**config.mk**
```make
export PLATFORM = sky130hd
export DESIGN_NAME = som_weight_ram
export DESIGN_NICKNAME = d
export VERILOG_FILES = /design/src/rtl/core/som_pkg.sv /design/src/rtl/core/som_weight_ram.sv
export SDC_FILE = /design/constraint.sdc
export NUM_CORES = 2
export LEC_CHECK = 0
export BUFFER_PORTS_ARGS = -buffer_cell sky130_fd_sc_hd__buf_2
export CAP_MARGIN = 40
export CORE_MARGIN = 2
export CORE_UTILIZATION = 62
export DETAILED_ROUTE_END_ITERATION = 6
export HOLD_SLACK_MARGIN = 0.05
export MAX_ROUTING_LAYER = met4
export PLACE_DENSITY = 0.85
export SYNTH_ARGS = -nofsm -noshare
export SYNTH_HDL_FRONTEND = slang
export SYNTH_SLANG_ARGS = --single-unit
```
**constraint.sdc**
```tcl
create_clock -name clk -period 4.3 [get_ports clk]
set_input_delay 0.645 -clock clk [delete_from_list [all_inputs] [get_ports clk]]
set_output_delay 0.645 -clock clk [all_outputs]
set_load 0.05 [all_outputs]
```
**src/rtl/core/som_pkg.sv**
```systemverilog
// ----------------------------------------------------------------------------
// som_pkg
// Shared types and constants of the SOM neuron weight update unit.
// ----------------------------------------------------------------------------
package som_pkg;

	localparam int MAX_ELEMENTS_DEF = 64;
	localparam int WEIGHT_W         = 32;
	localparam int INDEX_W          = 6;
	localparam int LEN_W            = 7;
	localparam int ERROR_W          = 64;
	localparam int COUNT_W          = 32;

	localparam logic [LEN_W-1:0] LEN_RESET = 7'd64;

	typedef enum logic [1:0] {
		OP_MAP   = 2'd0,
		OP_ADD   = 2'd1,
		OP_SCALE = 2'd2,
		OP_LOAD  = 2'd3
	} op_t;

	// stage enables from the sequencer to the datapath
	typedef struct packed {
		logic diff_en;
		logic mul_en;
	} dp_ctrl_t;

endpackage

```
**src/rtl/core/som_weight_ram.sv**
```systemverilog
// ----------------------------------------------------------------------------
// som_weight_ram
// Weight store: one write port, one read port, registered read data.
// ----------------------------------------------------------------------------
module som_weight_ram
	import som_pkg::*;
#(
	parameter int DEPTH = MAX_ELEMENTS_DEF
) (
	input  logic                                         clk,
	input  logic                                         we,
	input  logic [((DEPTH > 1) ? $clog2(DEPTH) : 1)-1:0] waddr,
	input  logic signed [WEIGHT_W-1:0]                   wdata,
	input  logic [((DEPTH > 1) ? $clog2(DEPTH) : 1)-1:0] raddr,
	output logic signed [WEIGHT_W-1:0]                   rdata
);

	logic signed [WEIGHT_W-1:0] mem [DEPTH];

	always_ff @(posedge clk) begin
		if (we) begin
			mem[waddr] <= wdata;
		end
	end

	always_ff @(posedge clk) begin
		rdata <= mem[raddr];
	end

endmodule

```
==> metrics.md <==
| Metric | Value |
|---|---|
| Slew Limit Fails | `0` |
| Cts hold-fix bufs | `0` |
| Reg-to-reg endpoint | `rdata[24]` |
| Synth cell types | `34` |
| Status | `finished clean` |
| TNS Setup | `0 ns` |
| Multiplexer share of the synthesized area | `0.168` |
| Net Count, Synth | `3,370` |
| Delay-heaviest family, CP | `buffers and inverters` |
| Post-synth top area share | `0.783` |
| Tmin final | `3.14 ns` |
| Setup crit start | `raddr[0]` |
| TritonCTS clock tree | `done` |
| Worst VDD drop | `0.000635 V` |
| R2R Setup Slk | `1.78 ns` |
| CTS H-tree depth | `4` |
| Number of synthesis warnings | `0` |
| Syn Area/Cell | `23.6 um^2` |
| Post-route ant nets | `0` |
| DRT Pass-1 Iters | `7` |
| Fraction of layout cells with a size suffix above 1 | `0.310` |
| DRC Markers | `0` |
| Area of the die | `0.129 mm^2` |
| Most used DFF post-synth | `edfxtp_1` |
| Skew-Pair Late Insertion Delay | `0.84 ns` |
| Compound-Gate Fraction of Synth Area | `0.0167` |
| Critical path cell sequence | `buf_8, buf_12, buf_4, mux4_2, mux2i_1, a21oi_1, a21oi_1, nor2_1` |
| Maxcap violations | `0` |
| Simple-gate share of the synthesized area | `0.0127` |
| CTS Root Cell | `clkbuf_16` |
| Top cells by area, synth | `edfxtp_1, mux4_2, mux2i_1` |
| Critical path arrival | `3.84 ns` |
| Power density cells | `471 mW/mm^2` |
| Fillers | `6,471` |
| CP peak stage delay | `between 0.6 and 0.7 ns` |
| CP Depth | `8` |
| Final hold viol count | `0` |
| RSZ-0062 raised after global routing | `false` |
| Category of the worst setup path launch point | `input pin` |
| Gr ovfl total | `0` |
| First-pass GRT wire length | `319 mm` |
| Die height | `between 300 and 400 um` |
| I/O Pins | `78` |
| Starting DRT DRC Count | `7,983` |
| Clk slew on worst S/H paths | `0.07 ns` |
| Vias in the first global route | `41,400` |
| Worst relative slew slack | `0.312` |
| Synthesized flop and latch total | `2,080` |
| Cells on worst reg2reg path | `4` |
| CTS Buf Count | `191` |
| Final cycle utilization of the critical path | `0.731` |
| Port-buffer cells | `77` |
| DPL Wire Length | `between 100 and 150 mm` |
| Synth Area in XOR/XNOR | `0` |
| Main combinational cell family by area after synthesis | `multiplexers` |
| Synth area leader | `edfxtp_1` |
| Worst R2R Start | `mem[19][24]` |
| Total number of vias | `40,800` |
| DR vias/cell | `7.47` |
| Final wirelength | `230 mm` |
| Lkg Pwr | `~28 nW` |
| Post-synthesis adder-cell area fraction | `0` |
| Top cell by count, worst path | `a21oi_1` |
| Slowest-stage cell, CP | `a21oi_1` |
| Async set-reset flop share out of synthesis | `0` |
| Initial antenna violation count | `24` |
| EDFF count, synth | `2,048` |
| Worst-margin pin slew | `1.03 ns` |
| Multi-input logic area | `0.0160 mm^2` |
| Hold WC Path Type | `in2reg` |
| Setup Crit Path Kind | `in2reg` |
| Sequential area share after synthesis | `0.791` |
| Critical path endpoint | `rdata[29]` |
| Die extent in x | `360 um` |
| Routed length per instance | `42.1 um` |
| CP required | `5.00 ns` |
| Finish-stage setup viols | `0` |
| Total track usage | `0.371` |
| Core area | `0.126 mm^2` |
| Skew final | `between 0.03 and 0.04 ns` |
| Sequential Area | `between 0.06 and 0.07 mm^2` |
| Synthesized area | `0.0785 mm^2` |
| Gate Count Post-Synth | `3,324` |
| Initial Util | `0.625` |
| Power after layout | `42.0 mW` |
| Layout area overhead | `13.6%` |
| # rows | `130` |
| Critical-path maximum fanout | `50` |
| FMAX | `0.318 GHz` |
| CTS resizes | `0` |
| Post-CTS setup buffers | `0` |
| Clock Tree Buf Depth | `3` |
| Maximum number of pins on one net before global-route repair | `between 60 and 70` |
| CP bufs+invs | `3` |
| Final #Nets | `3,681` |
| CTS sink count | `2,080` |
| RePlAce Congestion | `0.863` |
| Worst setup EP type | `register` |
-- state kept, by name, summed over array words and instances, names as in the netlist --
register and count:
mem 2048, rdata 32
-- per-stage QoR --
step / std cells / hold slack [ns] / util / worst slack [ns] / instance area [um^2]
finish: 5465 / 0.196 / 0.710 / 1.16 / 89200
global route: 5461 / 0.197 / 0.710 / 1.19 / 89200
CTS: 5438 / 0.177 / 0.709 / 1.35 / 89100
detailed placement: 5087 / 0.792 / 0.661 / 0.512 / 82900
global placement: 5062 / 0.732 / 0.657 / 0.424 / 82500
floorplan: 3324 / 0.663 / - / 0.495 / 78500
-- power by group --
group          leakage (nW)  switching, mW  total (mW)  internal [mW]
Combinational          6.37           1.63        2.48          0.846
Clock                  3.00           7.58        17.0           9.40
Sequential             18.7          0.137        22.6           22.4
-- placed cells by master, fill, tap and decap left out, drive strengths merged, types with 3 or more instances in the layout --
cell type / synthesis / layout
or3: 3 / 3
o32ai: 4 / 4
nand2b: 8 / 8
edfxtp: 2048 / 2048
a22oi: 12 / 12
dfxtp: 32 / 32
clkbuf: 74 / 255
nor2b: 15 / 15
or3b: 5 / 5
diode: 0 / 22
o22ai: 84 / 84
mux2i: 93 / 93
nor2: 137 / 137
buf: 108 / 300
a311oi: 8 / 8
inv: 0 / 10
clkinv: 0 / 71
and3: 4 / 4
nand3: 5 / 5
or2: 3 / 3
nand3b: 5 / 5
mux4: 544 / 544
a41o: 4 / 4
o221ai: 27 / 27
a21oi: 62 / 62
bufinv: 0 / 13
nand2: 26 / 26
nor3: 7 / 7
-- worst register-to-register path, cell delays in order, from the launching register on --
cell and delay (ns):
edfxtp_1 0.39, mux4_2 0.53, mux4_2 0.55, o22ai_1 0.73, nor2_1 0.14
-- metal layers --
layer | up-vias | GRT usage | routed length (um)
met5 | - | - | 0
met4 | 0 | 0.205 | 15500
met3 | 901 | 0.101 | 33600
met2 | 4276 | 0.577 | 112000
met1 | 20700 | 0.445 | 69000
li1 | 14900 | - | -
-- kinds of logic (layout without fill, tap and decap cells) --
kind of cell / Yosys count / count (layout)
AO/OA/AOI/OAI: 202 / 202
multiplexers: 637 / 637
buffers and inverters: 182 / 651
other: 0 / 22
AND/OR/NAND/NOR: 223 / 223
flip-flops: 2080 / 2080
-- worst min path at each step --
| stage | endpoint | slack (ns) | cells after the start | startpoint |
|---|---|---|---|---|
| final | mem[34][20] | 0.20 | 1 | wdata[20] |
| after global routing | mem[34][20] | 0.20 | 1 | wdata[20] |
| after floorplan | rdata[17] | 0.66 | 4 | mem[12][17] |
| after CTS | mem[32][4] | 0.18 | 1 | wdata[4] |
| after global placement | rdata[4] | 0.73 | 4 | mem[13][4] |
| after detailed placement | rdata[4] | 0.79 | 4 | mem[12][4] |
-- cell type report --
| cell class | instances | area share |
|---|---|---|
| flip-flops and latches | 2080 | 0.697 |
| multi-input cells | 1062 | 0.179 |
| repair buffers | 300 | 0.0318 |
| clock buffers | 255 | 0.0591 |
| diodes | 22 | 0.000617 |
| clock inverters | 96 | 0.00954 |
| well taps | 1650 | 0.0231 |
-- synthesized netlist by cell type (all sizes together) (4+ instances only) --
library cell,number
a21oi,62
a22oi,12
a311oi,8
a41o,4
and3,4
buf,108
clkbuf,74
dfxtp,32
edfxtp,2048
mux2i,93
mux4,544
nand2,26
nand2b,8
nand3,5
nand3b,5
nor2,137
nor2b,15
nor3,7
o221ai,27
o22ai,84
o32ai,4
or3b,5
(Power assumes the default switching activity.)
